<file path="src/sv/ps2ht_pkg.sv">
// Package for the PS/2 host byte transmitter: item and result structs, config struct,
// transmit phase enum, status codes and register indexes.
// No dependencies.
`default_nettype none

package ps2ht_pkg;

	// Configuration port geometry
	localparam int unsigned CFG_INDEX_W = 1;
	localparam int unsigned CFG_DATA_W  = 24;

	// Register indexes
	localparam logic [CFG_INDEX_W-1:0] CFG_REQUEST_LOW_TICKS = 1'd0;
	localparam logic [CFG_INDEX_W-1:0] CFG_TIMEOUT_TICKS     = 1'd1;

	// Register reset values
	localparam logic [15:0] REQUEST_LOW_TICKS_RST = 16'd100;
	localparam logic [23:0] TIMEOUT_TICKS_RST     = 24'd1000000;

	// Item kinds
	localparam logic KIND_TICK = 1'b0;
	localparam logic KIND_SEND = 1'b1;

	// Result status codes
	localparam logic [1:0] ST_IDLE    = 2'd0;
	localparam logic [1:0] ST_BUSY    = 2'd1;
	localparam logic [1:0] ST_DONE    = 2'd2;
	localparam logic [1:0] ST_TIMEOUT = 2'd3;

	// Frame bit positions: data bits 0..7, parity at 8, stop reached at 10
	localparam logic [3:0] DATA_BITS   = 4'd8;
	localparam logic [3:0] PARITY_SLOT = 4'd8;
	localparam logic [3:0] STOP_COUNT  = 4'd10;

	typedef enum logic [2:0] {
		PH_IDLE    = 3'd0,
		PH_REQUEST = 3'd1,
		PH_SENDING = 3'd2,
		PH_ACK     = 3'd3,
		PH_RELEASE = 3'd4
	} phase_t;

	typedef struct packed {
		logic       kind;
		logic [7:0] send_byte;
		logic       clk_level;
		logic       data_level;
	} in_item_t;

	typedef struct packed {
		logic       clk_drive_low;
		logic       data_drive_low;
		logic [1:0] send_status;
	} out_item_t;

	typedef struct packed {
		logic [15:0] request_low_ticks;
		logic [23:0] timeout_ticks;
	} cfg_t;

endpackage

`default_nettype wire

</file>
<file path="src/sv/ps2ht_cfg.sv">
// Configuration registers of the PS/2 host byte transmitter.
// Depends on ps2ht_pkg.
`default_nettype none

module ps2ht_cfg (
	input  logic                                clk,
	input  logic                                arst_n,
	input  logic                                cfg_write_en,
	input  logic [ps2ht_pkg::CFG_INDEX_W-1:0]   cfg_index,
	input  logic [ps2ht_pkg::CFG_DATA_W-1:0]    cfg_data,
	output ps2ht_pkg::cfg_t                     cfg
);
	import ps2ht_pkg::*;

	logic [15:0] request_low_ticks_q;
	logic [23:0] timeout_ticks_q;

	// Register writes, no read-back
	always_ff @(posedge clk or negedge arst_n) begin
		if (!arst_n) begin
			request_low_ticks_q <= REQUEST_LOW_TICKS_RST;
			timeout_ticks_q     <= TIMEOUT_TICKS_RST;
		end else if (cfg_write_en) begin
			case (cfg_index)
				CFG_REQUEST_LOW_TICKS: request_low_ticks_q <= cfg_data[15:0];
				CFG_TIMEOUT_TICKS:     timeout_ticks_q     <= cfg_data[23:0];
				default: ;
			endcase
		end
	end

	assign cfg.request_low_ticks = request_low_ticks_q;
	assign cfg.timeout_ticks     = timeout_ticks_q;

endmodule

`default_nettype wire

</file>
<file path="src/sv/ps2ht_core.sv">
// Transmit state machine of the PS/2 host byte transmitter: one item per step.
// Holds the frame state and produces the result for the stepped item.
// Depends on ps2ht_pkg.
`default_nettype none

module ps2ht_core (
	input  logic                 clk,
	input  logic                 arst_n,
	input  logic                 step_en,
	input  ps2ht_pkg::in_item_t  item,
	input  ps2ht_pkg::cfg_t      cfg,
	output ps2ht_pkg::out_item_t result
);
	import ps2ht_pkg::*;

	phase_t      phase_q, phase_d;
	logic [7:0]  shift_q, shift_d;
	logic [3:0]  bit_count_q, bit_count_d;
	logic        parity_q, parity_d;
	logic        prev_clk_q, prev_clk_d;
	logic [15:0] req_cnt_q, req_cnt_d;
	logic [23:0] budget_q, budget_d;
	logic        data_low_q, data_low_d;

	logic        active;
	logic        timed_out;
	logic        fall;
	logic        lines_high;
	logic [15:0] req_cnt_inc;
	logic [23:0] budget_inc;

	assign active      = (phase_q != PH_IDLE);
	assign timed_out   = (budget_q >= cfg.timeout_ticks);
	assign fall        = !item.clk_level && prev_clk_q;
	assign lines_high  = item.clk_level && item.data_level;
	assign req_cnt_inc = (req_cnt_q == 16'hFFFF) ? req_cnt_q : req_cnt_q + 16'd1;
	assign budget_inc  = (budget_q == 24'hFFFFFF) ? budget_q : budget_q + 24'd1;

	// Next state
	always_comb begin
		phase_d     = phase_q;
		shift_d     = shift_q;
		bit_count_d = bit_count_q;
		parity_d    = parity_q;
		prev_clk_d  = prev_clk_q;
		req_cnt_d   = req_cnt_q;
		budget_d    = budget_q;
		data_low_d  = data_low_q;
		if (item.kind == KIND_SEND) begin
			// new byte: restart the frame, dropping any transfer in flight
			shift_d     = item.send_byte;
			bit_count_d = '0;
			parity_d    = 1'b0;
			req_cnt_d   = '0;
			budget_d    = '0;
			data_low_d  = 1'b0;
			phase_d     = PH_REQUEST;
		end else if (active) begin
			if (timed_out) begin
				phase_d    = PH_IDLE;
				data_low_d = 1'b0;
			end else begin
				budget_d = budget_inc;
				case (phase_q)
					PH_REQUEST: begin
						req_cnt_d = req_cnt_inc;
						// start bit: data low, clock released
						if (req_cnt_inc >= cfg.request_low_ticks) begin
							data_low_d  = 1'b1;
							parity_d    = 1'b0;
							bit_count_d = '0;
							phase_d     = PH_SENDING;
						end
					end
					PH_SENDING: begin
						if (fall) begin
							if (bit_count_q < DATA_BITS) begin
								shift_d     = {1'b0, shift_q[7:1]};
								parity_d    = parity_q ^ shift_q[0];
								data_low_d  = !shift_q[0];
								bit_count_d = bit_count_q + 4'd1;
							end else if (bit_count_q == PARITY_SLOT) begin
								// odd parity: drive a one when the ones count is even
								data_low_d  = parity_q;
								bit_count_d = bit_count_q + 4'd1;
							end else begin
								// stop bit: release data, wait for acknowledge
								data_low_d  = 1'b0;
								bit_count_d = STOP_COUNT;
								phase_d     = PH_ACK;
							end
						end
						prev_clk_d = item.clk_level;
					end
					PH_RELEASE: begin
						if (lines_high) begin
							bit_count_d = '0;
							prev_clk_d  = 1'b1;
							phase_d     = PH_IDLE;
						end
					end
					default: ;
				endcase
				// acknowledge: device holds both lines low
				if (phase_d == PH_ACK && !item.clk_level && !item.data_level)
					phase_d = PH_RELEASE;
			end
		end else begin
			phase_d = PH_IDLE;
		end
	end

	// Outputs
	always_comb begin
		if (item.kind == KIND_SEND)
			result.send_status = ST_BUSY;
		else if (!active)
			result.send_status = ST_IDLE;
		else if (timed_out)
			result.send_status = ST_TIMEOUT;
		else if (phase_q == PH_RELEASE && lines_high)
			result.send_status = ST_DONE;
		else
			result.send_status = ST_BUSY;
		result.clk_drive_low  = (phase_d == PH_REQUEST);
		result.data_drive_low = data_low_d;
	end

	// State registers, advanced once per stepped item
	always_ff @(posedge clk or negedge arst_n) begin
		if (!arst_n) begin
			phase_q     <= PH_IDLE;
			shift_q     <= '0;
			bit_count_q <= '0;
			parity_q    <= 1'b0;
			prev_clk_q  <= 1'b1;
			req_cnt_q   <= '0;
			budget_q    <= '0;
			data_low_q  <= 1'b0;
		end else if (step_en) begin
			phase_q     <= phase_d;
			shift_q     <= shift_d;
			bit_count_q <= bit_count_d;
			parity_q    <= parity_d;
			prev_clk_q  <= prev_clk_d;
			req_cnt_q   <= req_cnt_d;
			budget_q    <= budget_d;
			data_low_q  <= data_low_d;
		end
	end

	// Checks
	a_send_enters_request: assert property (@(posedge clk) disable iff (!arst_n)
		step_en && item.kind == KIND_SEND |=> phase_q == PH_REQUEST)
		else $error("send item did not enter request phase");

	a_bit_count_range: assert property (@(posedge clk) disable iff (!arst_n)
		bit_count_q <= STOP_COUNT)
		else $error("bit count past stop position");

	a_request_data_released: assert property (@(posedge clk) disable iff (!arst_n)
		phase_q == PH_REQUEST |-> !data_low_q)
		else $error("data driven low during request phase");

	a_end_releases_lines: assert property (@(posedge clk) disable iff (!arst_n)
		step_en && (result.send_status == ST_DONE || result.send_status == ST_TIMEOUT)
		|-> !result.clk_drive_low && !result.data_drive_low)
		else $error("lines still driven at end of transfer");

endmodule

`default_nettype wire

</file>
<file path="src/sv/ps2ht_byte_transmitter_top_dummy_placeholder.sv">
// Input register and result register around the transmit state machine.
// Depends on ps2ht_pkg and ps2ht_core.
`default_nettype none

module ps2ht_stage (
	input  logic                 clk,
	input  logic                 arst_n,
	input  logic                 in_valid,
	output logic                 in_ready,
	input  ps2ht_pkg::in_item_t  in_data,
	output logic                 out_valid,
	input  logic                 out_ready,
	output ps2ht_pkg::out_item_t out_data,
	input  ps2ht_pkg::cfg_t      cfg
);
	import ps2ht_pkg::*;

	logic      valid_s1;
	in_item_t  item_s1;
	logic      valid_s2;
	out_item_t result_s2;
	logic      advance;
	logic      step_en;
	out_item_t result;

	// Stage 2 frees up when empty or its result is taken
	assign advance  = !valid_s2 || out_ready;
	assign in_ready = !valid_s1 || advance;
	assign step_en  = valid_s1 && advance;

	// Input register
	always_ff @(posedge clk or negedge arst_n) begin
		if (!arst_n)
			valid_s1 <= 1'b0;
		else if (in_ready)
			valid_s1 <= in_valid;
	end

	always_ff @(posedge clk) begin
		if (in_valid && in_ready)
			item_s1 <= in_data;
	end

	ps2ht_core u_core (
		.clk     (clk),
		.arst_n  (arst_n),
		.step_en (step_en),
		.item    (item_s1),
		.cfg     (cfg),
		.result  (result)
	);

	// Result register
	always_ff @(posedge clk or negedge arst_n) begin
		if (!arst_n)
			valid_s2 <= 1'b0;
		else if (advance)
			valid_s2 <= valid_s1;
	end

	always_ff @(posedge clk) begin
		if (step_en)
			result_s2 <= result;
	end

	assign out_valid = valid_s2;
	assign out_data  = result_s2;

	// Checks
	a_stall_only_when_full: assert property (@(posedge clk) disable iff (!arst_n)
		!in_ready |-> valid_s1 && valid_s2 && !out_ready)
		else $error("input stalled with room in the pipeline");

	a_step_fills_output: assert property (@(posedge clk) disable iff (!arst_n)
		step_en |=> valid_s2)
		else $error("stepped item produced no result");

	a_result_held_on_stall: assert property (@(posedge clk) disable iff (!arst_n)
		valid_s2 && !out_ready |=> valid_s2 && $stable(result_s2))
		else $error("pending result lost or changed");

endmodule

`default_nettype wire

</file>
<file path="src/sv/ps2_host_byte_transmitter.sv">
// PS/2 host byte transmitter, top level.
// Depends on ps2ht_pkg, ps2ht_cfg and ps2ht_stage (which holds ps2ht_core).
//
// Host-side sender of one PS/2 byte. A send transfer loads a byte and starts the
// request (clock pulled low for request_low_ticks ticks); each tick transfer then
// carries the sampled clock and data pins and advances the frame: start bit, eight
// data bits LSB first, odd parity, stop bit, device acknowledge and line release.
// Every input transfer gives exactly one result transfer with the line drives and
// a status (idle, busy, done, timed out). One item is taken per clock cycle unless
// a stalled result holds the input, which it does only once both the input and
// the result register are full. An accepted item sits in the input register,
// passes through the combinational next-state logic and lands in the result
// register once that register is free. Configuration must be written through a
// plain write port only while no transfer is in flight; the block does not check it.
`default_nettype none

module ps2_host_byte_transmitter (
	input  logic                              clk,
	input  logic                              arst_n,
	input  logic                              in_valid,
	output logic                              in_ready,
	input  ps2ht_pkg::in_item_t               in_data,
	output logic                              out_valid,
	input  logic                              out_ready,
	output ps2ht_pkg::out_item_t              out_data,
	input  logic                              cfg_write_en,
	input  logic [ps2ht_pkg::CFG_INDEX_W-1:0] cfg_index,
	input  logic [ps2ht_pkg::CFG_DATA_W-1:0]  cfg_data
);
	import ps2ht_pkg::*;

	cfg_t cfg;

	ps2ht_cfg u_cfg (
		.clk          (clk),
		.arst_n       (arst_n),
		.cfg_write_en (cfg_write_en),
		.cfg_index    (cfg_index),
		.cfg_data     (cfg_data),
		.cfg          (cfg)
	);

	ps2ht_stage u_stage (
		.clk       (clk),
		.arst_n    (arst_n),
		.in_valid  (in_valid),
		.in_ready  (in_ready),
		.in_data   (in_data),
		.out_valid (out_valid),
		.out_ready (out_ready),
		.out_data  (out_data),
		.cfg       (cfg)
	);

endmodule

`default_nettype wire

</file>
<file path="config.mk">
export PLATFORM = sky130hd
export DESIGN_NAME = ps2_host_byte_transmitter
export DESIGN_NICKNAME = d
export VERILOG_FILES = /design/src/sv/ps2ht_pkg.sv /design/src/sv/ps2ht_cfg.sv /design/src/sv/ps2ht_core.sv /design/src/sv/ps2ht_byte_transmitter_top_dummy_placeholder.sv /design/src/sv/ps2_host_byte_transmitter.sv
export SDC_FILE = /design/constraint.sdc
export NUM_CORES = 1
export LEC_CHECK = 0
export BUFFER_PORTS_ARGS = -buffer_cell sky130_fd_sc_hd__buf_2
export CAP_MARGIN = 5
export CORE_UTILIZATION = 50
export DETAILED_ROUTE_END_ITERATION = 12
export HOLD_SLACK_MARGIN = 0.1
export PLACE_DENSITY = 0.68
export SLEW_MARGIN = 25
export SYNTH_ARGS = -nofsm -noshare
export SYNTH_HDL_FRONTEND = slang
export SYNTH_SLANG_ARGS = --single-unit
</file>
<file path="constraint.sdc">
create_clock -name clk -period 10.1 [get_ports clk]
set_clock_uncertainty 0.1 [all_clocks]
set_input_delay 0.505 -clock clk [delete_from_list [all_inputs] [get_ports clk]]
set_output_delay 0.505 -clock clk [all_outputs]
set_load 0.05 [all_outputs]
</file>
==> results of run 1 <==
## flip-flops by register name, summed over array words and instances, names as in the netlist
| register | cells |
|---|---|
| u_stage.u_core.prev_clk_q | 1 |
| u_cfg.request_low_ticks_q | 16 |
| u_stage.out_valid | 1 |
| u_stage.out_data | 4 |
| u_cfg.timeout_ticks_q | 24 |
| u_stage.u_core.phase_q | 3 |
| u_stage.u_core.budget_q | 24 |
| u_stage.u_core.data_low_q | 1 |
| u_stage.u_core.parity_q | 1 |
| u_stage.u_core.shift_q | 8 |
| u_stage.valid_s1 | 1 |
| u_stage.item_s1 | 11 |
| u_stage.u_core.bit_count_q | 4 |
| u_stage.u_core.req_cnt_q | 16 |
## repair_timing
item	4_1_cts	5_1_grt
hold buffers	1	0
resized for setup	0	0
endpoints found under the hold margin	38	0
## power breakdown
part	internal, mW	switching (mW)	total, mW
registers	0.523	0.0375	0.560
clock network	0.364	0.228	0.592
logic	0.0886	0.129	0.218
## metal layers
metal,global-route usage,share of wire,up-vias
met2,0.4087,0.51,119
li1,-,-,2570
met4,0.1120,0.026,0
met5,0,0,-
met3,0.05447,0.033,38
met1,0.2829,0.43,2674
## logic make-up after synthesis
logic type / count (synthesis) / share of synthesized area
AO/OA/AOI/OAI: 175 / 0.1785
XOR/XNOR: 10 / 0.01316
adder cells (fa/ha/maj): 44 / 0.08269
buffers and inverters: 78 / 0.04999
flip-flops: 115 / 0.4456
multiplexers: 37 / 0.06164
AND/OR/NAND/NOR: 208 / 0.1684
## metrics by stage
| step | power, mW | setup slack, ns |
|---|---|---|
| floorplan | 0.7109 | 6.121 |
| global placement | 0.7667 | 5.768 |
| detailed placement | 0.7823 | 5.596 |
| CTS | 1.381 | 5.588 |
| global route | 1.430 | 5.337 |
| finish | 1.371 | 5.583 |
## cells in the mapped netlist, drive strengths merged, types with 6 or more instances
cell,number
dfrtp,89
nand2,52
inv,51
ha,44
a21oi,43
o21ai,37
nor2,33
mux2,32
nand3,28
or4,19
nand4,17
clkbuf,16
edfxtp,15
o31ai,14
nand2b,13
a22o,12
dfstp,11
o211ai,11
buf,10
o22ai,10
a211oi,9
and3,9
nor3,8
xnor2,8
and2,6
nor2b,6
## worst paths after layout
kind,from,endpoint,depth (start not counted)
worst min-delay path,in_data[7],u_stage.item_s1[7],1
worst max register to register,u_stage.u_core.req_cnt_q[0],u_stage.u_core.bit_count_q[1],15
worst max-delay path,u_stage.u_core.req_cnt_q[0],u_stage.u_core.bit_count_q[1],15
max in group asynchronous,arst_n,u_stage.u_core.phase_q[2],3
min in group asynchronous,arst_n,u_cfg.timeout_ticks_q[23],2
worst min register to register,u_stage.item_s1[9],u_stage.u_core.shift_q[7],2
## cell type report
type                    instances  area, um2  area share
repair buffers                 50      265.3     0.03497
clock inverters                15      155.1     0.02046
inverters                      52      195.2     0.02573
clock buffers                  17      425.4     0.05609
flip-flops and latches        115       2967      0.3911
well taps                     172      215.2     0.02837
multi-input cells             474       3362      0.4433
==> summary.md, run 1 <==
| Metric | Value |
|---|---|
| CTS tree | done |
| Post-DP Area | 6994 um2 |
| Worst Hold Class | in -> reg |
| Htree depth | 4 |
| EDFF count, synth | 15 |
| R2r setup slk | 5.58 ns |
| #FFs+latches synth | 115 |
| Vias per cell | roughly 6.0 |
| Clk pin slew, worst setup/hold paths | 0.06 ns |
| # IOs | 47 |
| CTS root buffer | clkbuf_16 |
| N_diodes | 0 |
| Vias | approximately 5400 |
| Number of global-route vias before repair | 5235 |
| DRC viols | 0 |
| Synth Area per Inst | 9.981 um2 |
| Sequential area share after synthesis | 0.4456 |
| Worst setup EP type | flip-flop |
| Fin util | 0.5914 |
| Total GRT Usage | 0.2386 |
| Hold Slack | about 0.16 ns |
| RSZ-0062 raised after global routing | no |
| Leading area contributor after synthesis | dfrtp_1 |
| Std-Cell Rows | a little over 40 |
| Fill count | 1109 |
| CTS Sinks | 115 |
| Hold Vio Cnt, Final | 0 |
| Largest cells by area after synthesis | dfrtp_1 33%, ha_1 8.3%, edfxtp_1 6.8% |
| CP max stage delay | 0.63 ns |
| DP Wirelength | 11170 um |
| Largest net degree at the start of global routing | 57 |
| DRT antenna net count | 0 |
| Port-buffer cells | 46 |
| Async S/R FF share, synth | 0.8696 |
| Count of different cell masters after synthesis | 68 |
| Most used cell, CP | ha_1 |
| Peak supply drop | 116.8 uV |
| GP Congestion | 0.9034 |
| Cells after DPL | 862 |
| Commonest non-fill, non-tap cell in the layout | dfrtp_1 |
| Synth warn | 0 |
| Req. time, crit path | 10.30 ns |
| Final Cell Area | 7585 um2 |
| CP Class | reg -> reg |
| CP cell instances | ha_1 -> and2_1 -> nand4_4 -> or4_4 -> nor2b_1 -> nand3_1 -> xnor2_1 -> ha_1 -> a21oi_1 -> a211o_1 -> or2_2 -> o22ai_1 -> a211oi_1 -> a21oi_2 -> mux2_2 |
| Synthesized area | 6658 um2 |
| Highest clock rate | 0.2214 GHz |
| Nets | 795 |
| Max-slew violation count | 0 |
| CP top delay family | simple AND/OR/NAND/NOR gates |
| WP data arrival | roughly 4.7 ns |
| # Post-CTS Setup Buffers | 0 |
| Crit Path Max Fanout | 11 |
| Die X | 117.4 um |
| CTS Buf Count | 17 |
| DR iter-0 viols | approximately 370 |
| Final period utilization | 0.4472 |
| GRT overflow | 0 |
| Status | finished clean |
| PwrDens | 180.7 nW/um2 |
| Mapped Nets | 752 |
| Layout cells sized above 1 | 0.1964 |
| Synthesis-to-layout area growth | 13.93% |
| # setup viols final | 0 |
| Post-synth top flop | dfrtp_1 |
| Drt pass-1 iters | 5 |
| Synthesized netlist cell count | 667 |
| CP Launch Type | flip-flop |
| Chip height | 117.4 um |
| Top-area cell type share of the netlist area | 0.3345 |
| Global-route wire length before repair | 25790 um |
| Drt wl/cell | around 17 um |
| Max_slew headroom | 0.3457 |
| Worst-Margin Slew | 0.9792 ns |
| Core area | between 10000 and 15000 um2 |
| Maximum clock path buffer count | 2 |
| Worst Path Buf+Inv | 0 |
| Initial core utilization | 0.5191 |
| Finished Layout Cells | 895 |
| Clock latency on the worst-skew pair | 0.42 ns |
| Pleak | about 3.3 nW |
| Critical path's slowest cell | or4_4 |
| Final Critical Period | 4.517 ns |
| DIE AREA | between 10000 and 15000 um2 |
| Most frequent cells in the layout | 89 x dfrtp_1, 52 x nand2_1, 51 x inv_1, 45 x buf_2, 44 x ha_1 |
| Setup total negative slack | 0 ns |
| Max-cap check violation count | 0 |
| Initial antenna violation count | 0 |
| Post-Route WL | between 15000 and 20000 um |
Note: power is estimated with default switching activity, not from simulation.
==> run 2, diff against run 1 <==
--- a/config.mk
+++ b/config.mk
@@ -10,7 +10,7 @@
 export CORE_UTILIZATION = 50
 export DETAILED_ROUTE_END_ITERATION = 12
 export HOLD_SLACK_MARGIN = 0.1
-export PLACE_DENSITY = 0.68
+export PLACE_DENSITY = 0.71
 export SLEW_MARGIN = 25
 export SYNTH_ARGS = -nofsm -noshare
 export SYNTH_HDL_FRONTEND = slang
==> constraint.sdc (replaced) <==
create_clock -name clk -period 4.04 [get_ports clk]
set_clock_uncertainty 0.1 [all_clocks]
set_input_delay 0.202 -clock clk [delete_from_list [all_inputs] [get_ports clk]]
set_output_delay 0.202 -clock clk [all_outputs]
set_load 0.05 [all_outputs]
==> run 2 against run 1 <==
Compared with the run above:
- flip-flop and latch count unchanged
- clock power up 140%
- first-iteration DRC count up 6.8%
- critical path depth down 1
- worst hold slack better by 0.067 ns
- total power rose to 2.5 times the previous value
- utilization up 4.6 points
==> summary.md, run 2 (synthesis results as in run 1) <==
| Metric | Value |
|---|---|
| Setup total negative slack | 0 ns (unchanged) |
| Commonest non-fill, non-tap cell in the layout | dfrtp_1 (unchanged) |
| Worst Path Buf+Inv | 2 (was 0) |
| Met1 WL | 6884 um (was 6775 um) |
| Pleak | 3.583 nW (was 3.321 nW) |
| Htree depth | 4 (unchanged) |
| Worst hold start | cfg_index (was in_data[7]) |
| DP Wirelength | 11190 um (was 11170 um) |
| Max-slew violation count | 0 (unchanged) |
| Vias | 5702 (was 5401) |
| DIE AREA | 13780 um2 (unchanged) |
| WP data arrival | 4.01 ns (was 4.72 ns) |
| Met3 WL post-DR | 728 um (was 514 um) |
| Number of global-route vias before repair | 5906 (was 5235) |
| Clock latency on the worst-skew pair | 0.42 ns (about the same) |
| DR iter-0 viols | 393 (was 368) |
| GP Congestion | 0.9073 (was 0.9034) |
| CTS Sinks | 115 (unchanged) |
| Met2 WL post-DR | 8685 um (was 7945 um) |
| Chip height | 117.4 um (unchanged) |
| Crit Path Max Fanout | 7 (was 11) |
| Die X | 117.4 um (unchanged) |
| Final period utilization | 0.9731 (was 0.4472) |
| Max-cap check violation count | 0 (unchanged) |
| Worst Hold Class | in -> reg (unchanged) |
| Drt wl/cell | 17.58 um (was 17.48 um) |
| Critical R2R Launch | u_stage.u_core.req_cnt_q[0] (unchanged) |
| Post-layout power | 3.476 mW (was 1.371 mW) |
| Initial core utilization | 0.5191 (unchanged) |
| Largest net degree at the start of global routing | 80 (was 57) |
| Max_slew headroom | 0.3342 (was 0.3457) |
| Post-DP Area | 7111 um2 (was 6994 um2) |
| CTS tree | done (unchanged) |
| CP top delay family | compound AO/OA/AOI/OAI gates (was simple AND/OR/NAND/NOR gates) |
| Highest clock rate | 0.2544 GHz (was 0.2214 GHz) |
| Initial antenna violation count | 1 (was 0) |
| Global-route wire length before repair | 27940 um (was 25790 um) |
| DRT antenna net count | 0 (unchanged) |
| CTS root buffer | clkbuf_16 (unchanged) |
| Worst setup EP type | flip-flop (unchanged) |
| # IOs | 47 (unchanged) |
| Drt pass-1 iters | 5 (unchanged) |
| Worst-Margin Slew | 0.9963 ns (was 0.9792 ns) |
| Core area | 12820 um2 (unchanged) |
| Maximum clock path buffer count | 2 (unchanged) |
| Layout cells sized above 1 | 0.2190 (was 0.1964) |
| Status | finished clean (unchanged) |
| Std-Cell Rows | 41 (unchanged) |
| Critical path's slowest cell | or4_4 (unchanged) |
| Final Critical Period | 3.931 ns (was 4.517 ns) |
| Synthesis-to-layout area growth | 22.85% (was 13.93%) |
| Vias per cell | 5.983 (was 6.035) |
| Most frequent cells in the layout | 89 x dfrtp_1, 52 x nand2_1, 51 x inv_1, 45 x buf_2, 43 x ha_1 (was 89 x dfrtp_1, 52 x nand2_1, 51 x inv_1, 45 x buf_2, 44 x ha_1) |
| Largest registers | u_cfg.timeout_ticks_q x24, u_stage.u_core.budget_q x24 (unchanged) |
| CP Launch Type | flip-flop (unchanged) |
| Hold Slack | 0.2271 ns (was 0.1604 ns) |
| Top sig layer | met4 (unchanged) |
| Place WS | -0.1046 ns (was 5.596 ns) |
| Post-Route WL | 16750 um (was 15650 um) |
| Total GRT Usage | 0.2553 (was 0.2386) |
| CTS Buf Count | 17 (unchanged) |
| Req. time, crit path | 4.11 ns (was 10.30 ns) |
| Final setup margin | 0.1088 ns (was 5.583 ns) |
| N_diodes | 0 (unchanged) |
| CP cell instances | ha_2 -> and2_4 -> nand4_4 -> or4_4 -> buf_4 -> a21oi_1 -> ha_1 -> a21oi_1 -> o21ai_0 -> a31oi_2 -> o22ai_4 -> buf_4 -> a211o_1 -> a22o_1 (was ha_1 -> and2_1 -> nand4_4 -> or4_4 -> nor2b_1 -> nand3_1 -> xnor2_1 -> ha_1 -> a21oi_1 -> a211o_1 -> or2_2 -> o22ai_1 -> a211oi_1 -> a21oi_2 -> mux2_2) |
| # setup viols final | 0 (unchanged) |
| Clk pin slew, worst setup/hold paths | 0.06 ns (about the same) |
| CP max stage delay | 0.59 ns (was 0.63 ns) |
| Port-buffer cells | 46 (unchanged) |
| Nets | 853 (was 795) |
| Final Cell Area | 8179 um2 (was 7585 um2) |
| DRC viols | 0 (unchanged) |
| PwrDens | 425.0 nW/um2 (was 180.7 nW/um2) |
| Peak supply drop | 359.3 uV (was 116.8 uV) |
| CP Class | reg -> reg (unchanged) |
| Hold Vio Cnt, Final | 0 (unchanged) |
| GRT overflow | 0 (unchanged) |
| Launch point of the critical path | u_stage.u_core.req_cnt_q[0] (unchanged) |
[run 2: changes by cell type in the layout (fill, tap and decap cells not counted), moves of 3 or more]
cell and change:
buf_4 +19, clkinvlp_4 +3, dlygate4sd3_1 +38, inv_6 -3
[run 2: worst min-delay path: stages]
cell     delay [ns]
buf_2          0.11
nor2b_1        0.05
buf_4          0.21
nand2_1        0.09
o21ai_0        0.07
[run 2: worst paths after layout]
path                       cells past startpoint                            to  slack (ns)
hold reg to reg                                2     u_stage.u_core.shift_q[7]        0.38
setup reg to reg                              14           u_stage.out_data[2]        0.11
min in group asynchronous                      2     u_cfg.timeout_ticks_q[23]        0.30
hold / removal                                 5  u_cfg.request_low_ticks_q[6]        0.23
setup / recovery                              14           u_stage.out_data[2]        0.11
max in group asynchronous                      3  u_cfg.request_low_ticks_q[6]        2.66
[run 2: timing repair]
| item | 4_1_cts | 5_1_grt |
|---|---|---|
| endpoints found under the hold margin | 123 | 0 |
| resized for setup | 3 | 12 |
| pin swaps | 0 | 7 |
| setup buffers | 0 | 4 |
| hold buffers | 39 | 0 |
| setup endpoints to repair | 4 | 6 |
[run 2: power by group]
part	switching (mW)	internal, mW	leakage [nW]
Combinational	0.352	0.275	1.92
Clock	0.551	0.904	0.259
Sequential	0.0879	1.31	1.40
Total	0.990	2.49	3.58
[run 2: stage by stage]
stage,utilization,instances
floorplan,-,667
global placement,0.5544,878
detailed placement,0.5544,878
CTS,0.6306,949
global route,0.6378,953
finish,0.6378,953
[run 2: layout make-up]
| type | count | area (um2) |
|---|---|---|
| clock buffer | 19 | 432.9 |
| clock inverter | 13 | 136.4 |
| fill | 1045 | 4646 |
| inverter | 52 | 195.2 |
| multi-input combinational | 474 | 3433 |
| sequential | 115 | 2967 |
| tap | 172 | 215.2 |
| timing repair buffer | 108 | 799.5 |
[run 2: metal layers]
metal / up-vias / global-route usage
met5: - / 0
met4: 0 / 0.1161
met3: 37 / 0.06274
met2: 169 / 0.4434
met1: 2818 / 0.2959
li1: 2678 / -
==> run 3, diff against run 2 <==
--- a/config.mk
+++ b/config.mk
@@ -10,7 +10,7 @@
 export CORE_UTILIZATION = 50
 export DETAILED_ROUTE_END_ITERATION = 12
 export HOLD_SLACK_MARGIN = 0.1
-export PLACE_DENSITY = 0.71
+export PLACE_DENSITY = 0.68
 export SLEW_MARGIN = 25
 export SYNTH_ARGS = -nofsm -noshare
 export SYNTH_HDL_FRONTEND = slang
==> constraint.sdc (replaced) <==
create_clock -name clk -period 4 [get_ports clk]
set_clock_uncertainty 0.1 [all_clocks]
set_input_delay 0.2 -clock clk [delete_from_list [all_inputs] [get_ports clk]]
set_output_delay 0.2 -clock clk [all_outputs]
set_load 0.01 [all_outputs]
==> run 3 against run 2 <==
Compared with the run above:
- final cell count increased by 0.21%
- via count decreased by 0.46%
- die area unchanged
- critical path type unchanged
- critical endpoint unchanged
- largest cell class unchanged
- largest power group unchanged
- highest routed layer unchanged
==> summary.md, run 3 (synthesis results as in run 1) <==
| Metric | Value |
|---|---|
| GP Congestion | 0.8742 (was 0.9073) |
| Initial core utilization | 0.5191 (unchanged) |
| Pleak | 3.615 nW (was 3.583 nW) |
| Worst-Margin Slew | 0.9946 ns (was 0.9963 ns) |
| Drt wl/cell | 17.53 um (was 17.58 um) |
| CP cell instances | ha_2 -> and2_4 -> nand4_4 -> or4_4 -> and2b_4 -> nand3_2 -> xnor2_1 -> ha_1 -> o21ai_0 -> o21ai_0 -> a221oi_2 -> buf_4 -> o22ai_4 -> buf_4 -> a211o_1 -> a22o_1 (was ha_2 -> and2_4 -> nand4_4 -> or4_4 -> buf_4 -> a21oi_1 -> ha_1 -> a21oi_1 -> o21ai_0 -> a31oi_2 -> o22ai_4 -> buf_4 -> a211o_1 -> a22o_1) |
| Post-Route WL | 16740 um (was 16750 um) |
| Largest registers | u_cfg.timeout_ticks_q x24, u_stage.u_core.budget_q x24 (unchanged) |
| Htree depth | 4 (unchanged) |
| Port-buffer cells | 46 (unchanged) |
| CP Launch Type | flip-flop (unchanged) |
| Clk pin slew, worst setup/hold paths | 0.06 ns (about the same) |
| Drt pass-1 iters | 5 (unchanged) |
| Layout cells sized above 1 | 0.2222 (was 0.2190) |
| PwrDens | 429.9 nW/um2 (was 425.0 nW/um2) |
| Max-cap check violation count | 0 (unchanged) |
| Global-route wire length before repair | 27870 um (was 27940 um) |
| Worst setup EP type | flip-flop (unchanged) |
| Final period utilization | 0.9714 (was 0.9731) |
| Setup total negative slack | 0 ns (unchanged) |
| WP data arrival | 3.95 ns (was 4.01 ns) |
| Critical path's slowest cell | or4_4 (unchanged) |
| CP max stage delay | 0.60 ns (was 0.59 ns) |
| Core area | 12820 um2 (unchanged) |
| Post-DP Area | 7144 um2 (was 7111 um2) |
| Clock latency on the worst-skew pair | 0.42 ns (about the same) |
| Cells after DPL | 882 (was 878) |
| CTS Sinks | 115 (unchanged) |
| Highest clock rate | 0.2574 GHz (was 0.2544 GHz) |
| Finished Layout Cells | 955 (was 953) |
| Number of global-route vias before repair | 5835 (was 5906) |
| DRC viols | 0 (unchanged) |
| Req. time, crit path | 4.07 ns (was 4.11 ns) |
| Maximum clock path buffer count | 2 (unchanged) |
| Commonest non-fill, non-tap cell in the layout | dfrtp_1 (unchanged) |
| Worst Path Buf+Inv | 2 (unchanged) |
| DP Wirelength | 11390 um (was 11190 um) |
| CP top delay family | simple AND/OR/NAND/NOR gates (was compound AO/OA/AOI/OAI gates) |
| Final Critical Period | 3.886 ns (was 3.931 ns) |
| Post-layout power | 3.519 mW (was 3.476 mW) |
| Chip height | 117.4 um (unchanged) |
| Vias | 5676 (was 5702) |
| # IOs | 47 (unchanged) |
| GRT overflow | 0 (unchanged) |
| Status | finished clean (unchanged) |
| Hold Vio Cnt, Final | 0 (unchanged) |
| Final Cell Area | 8184 um2 (was 8179 um2) |
| CTS root buffer | clkbuf_16 (unchanged) |
| N_diodes | 0 (unchanged) |
| Die X | 117.4 um (unchanged) |
| # setup viols final | 0 (unchanged) |
| Most frequent cells in the layout | 89 x dfrtp_1, 52 x nand2_1, 51 x inv_1, 45 x buf_2, 43 x ha_1 (unchanged) |
| Largest net degree at the start of global routing | 87 (was 80) |
| Max_slew headroom | 0.3353 (was 0.3342) |
| Synthesis-to-layout area growth | 22.93% (was 22.85%) |
| Peak supply drop | 379.1 uV (was 359.3 uV) |
| CTS Buf Count | 17 (unchanged) |
| Critical Path Stages | 16 (was 14) |
| Vias per cell | 5.943 (was 5.983) |
| Worst Hold Path Cells | 5 (unchanged) |
| DR iter-0 viols | 425 (was 393) |
| Initial antenna violation count | 0 (was 1) |
| Crit Path Max Fanout | 5 (was 7) |
| Total GRT Usage | 0.2567 (was 0.2553) |
| DRT antenna net count | 0 (unchanged) |
| CTS tree | done (unchanged) |
| R2r worst-path depth | 16 (was 14) |
| CP Class | reg -> reg (unchanged) |
| DIE AREA | 13780 um2 (unchanged) |
| Worst Hold Class | in -> reg (unchanged) |
| Std-Cell Rows | 41 (unchanged) |
| Max-slew violation count | 0 (unchanged) |
| Nets | 855 (was 853) |
-- run 3: cell types whose count changed in the layout (fill, tap and decap cells not counted), sizes merged --
cell,previous run,this run
clkbuf,19,21
inv,53,51
buf,69,71
clkinv,4,8
clkinvlp,6,2
-- run 3: area by class of cell --
class | count | area [um2]
Inverter | 52 | 195.2
Tap cell | 172 | 215.2
Sequential cell | 115 | 2967
Clock buffer | 21 | 470.5
Clock inverter | 11 | 110.1
Timing Repair Buffer | 110 | 814.5
Fill cell | 1028 | 4641
Multi-Input combinational cell | 474 | 3412
-- run 3: layer usage --
| layer | wire, um | global-route usage | vias to the layer above |
|---|---|---|---|
| met2 | 8712 | 0.4512 | 163 |
| met1 | 6865 | 0.2917 | 2784 |
| li1 | - | - | 2681 |
| met4 | 486 | 0.1282 | 0 |
| met3 | 678 | 0.05788 | 48 |
| met5 | 0 | 0 | - |
-- run 3: worst paths after layout --
check                                       startpoint                      endpoint  slack, ns
setup / recovery           u_stage.u_core.req_cnt_q[1]           u_stage.out_data[2]       0.11
hold / removal                               cfg_index  u_cfg.request_low_ticks_q[5]       0.21
setup reg to reg           u_stage.u_core.req_cnt_q[1]           u_stage.out_data[2]       0.11
hold reg to reg                     u_stage.item_s1[9]     u_stage.u_core.shift_q[7]       0.41
max in group asynchronous                       arst_n  u_stage.u_core.req_cnt_q[10]       2.74
min in group asynchronous                       arst_n     u_cfg.timeout_ticks_q[21]       0.33
-- run 3: what timing repair did --
item	in CTS	in global routing
gates cloned	0	0
endpoints found under the setup margin	4	6
hold buffers	39	0
pin swaps	0	5
resized for setup	3	8
buffers inserted	0	2
hold endpoints to repair	127	0
-- run 3: worst min-delay path, stage by stage --
cell and delay [ns]:
buf_2 0.09, nor2b_1 0.05, buf_4 0.21, nand2_1 0.09, o21ai_0 0.07
-- run 3: through the flow --
stage | util | hold slack [ns] | setup slack (ns)
floorplan | - | -0.1956 | 0.02102
global placement | 0.5568 | 0.2764 | 0.04641
detailed placement | 0.5571 | 0.2236 | -0.08754
CTS | 0.6341 | 0.1824 | 0.06702
global route | 0.6381 | 0.2513 | -0.0005973
finish | 0.6381 | 0.2119 | 0.1143
-- run 3: power breakdown --
group	internal, mW	leakage (nW)	total [mW]	switching [mW]
combinational	0.277	1.93	0.620	0.343
sequential	1.32	1.40	1.40	0.0812
clock	0.957	0.288	1.50	0.541
total	2.55	3.62	3.52	0.965
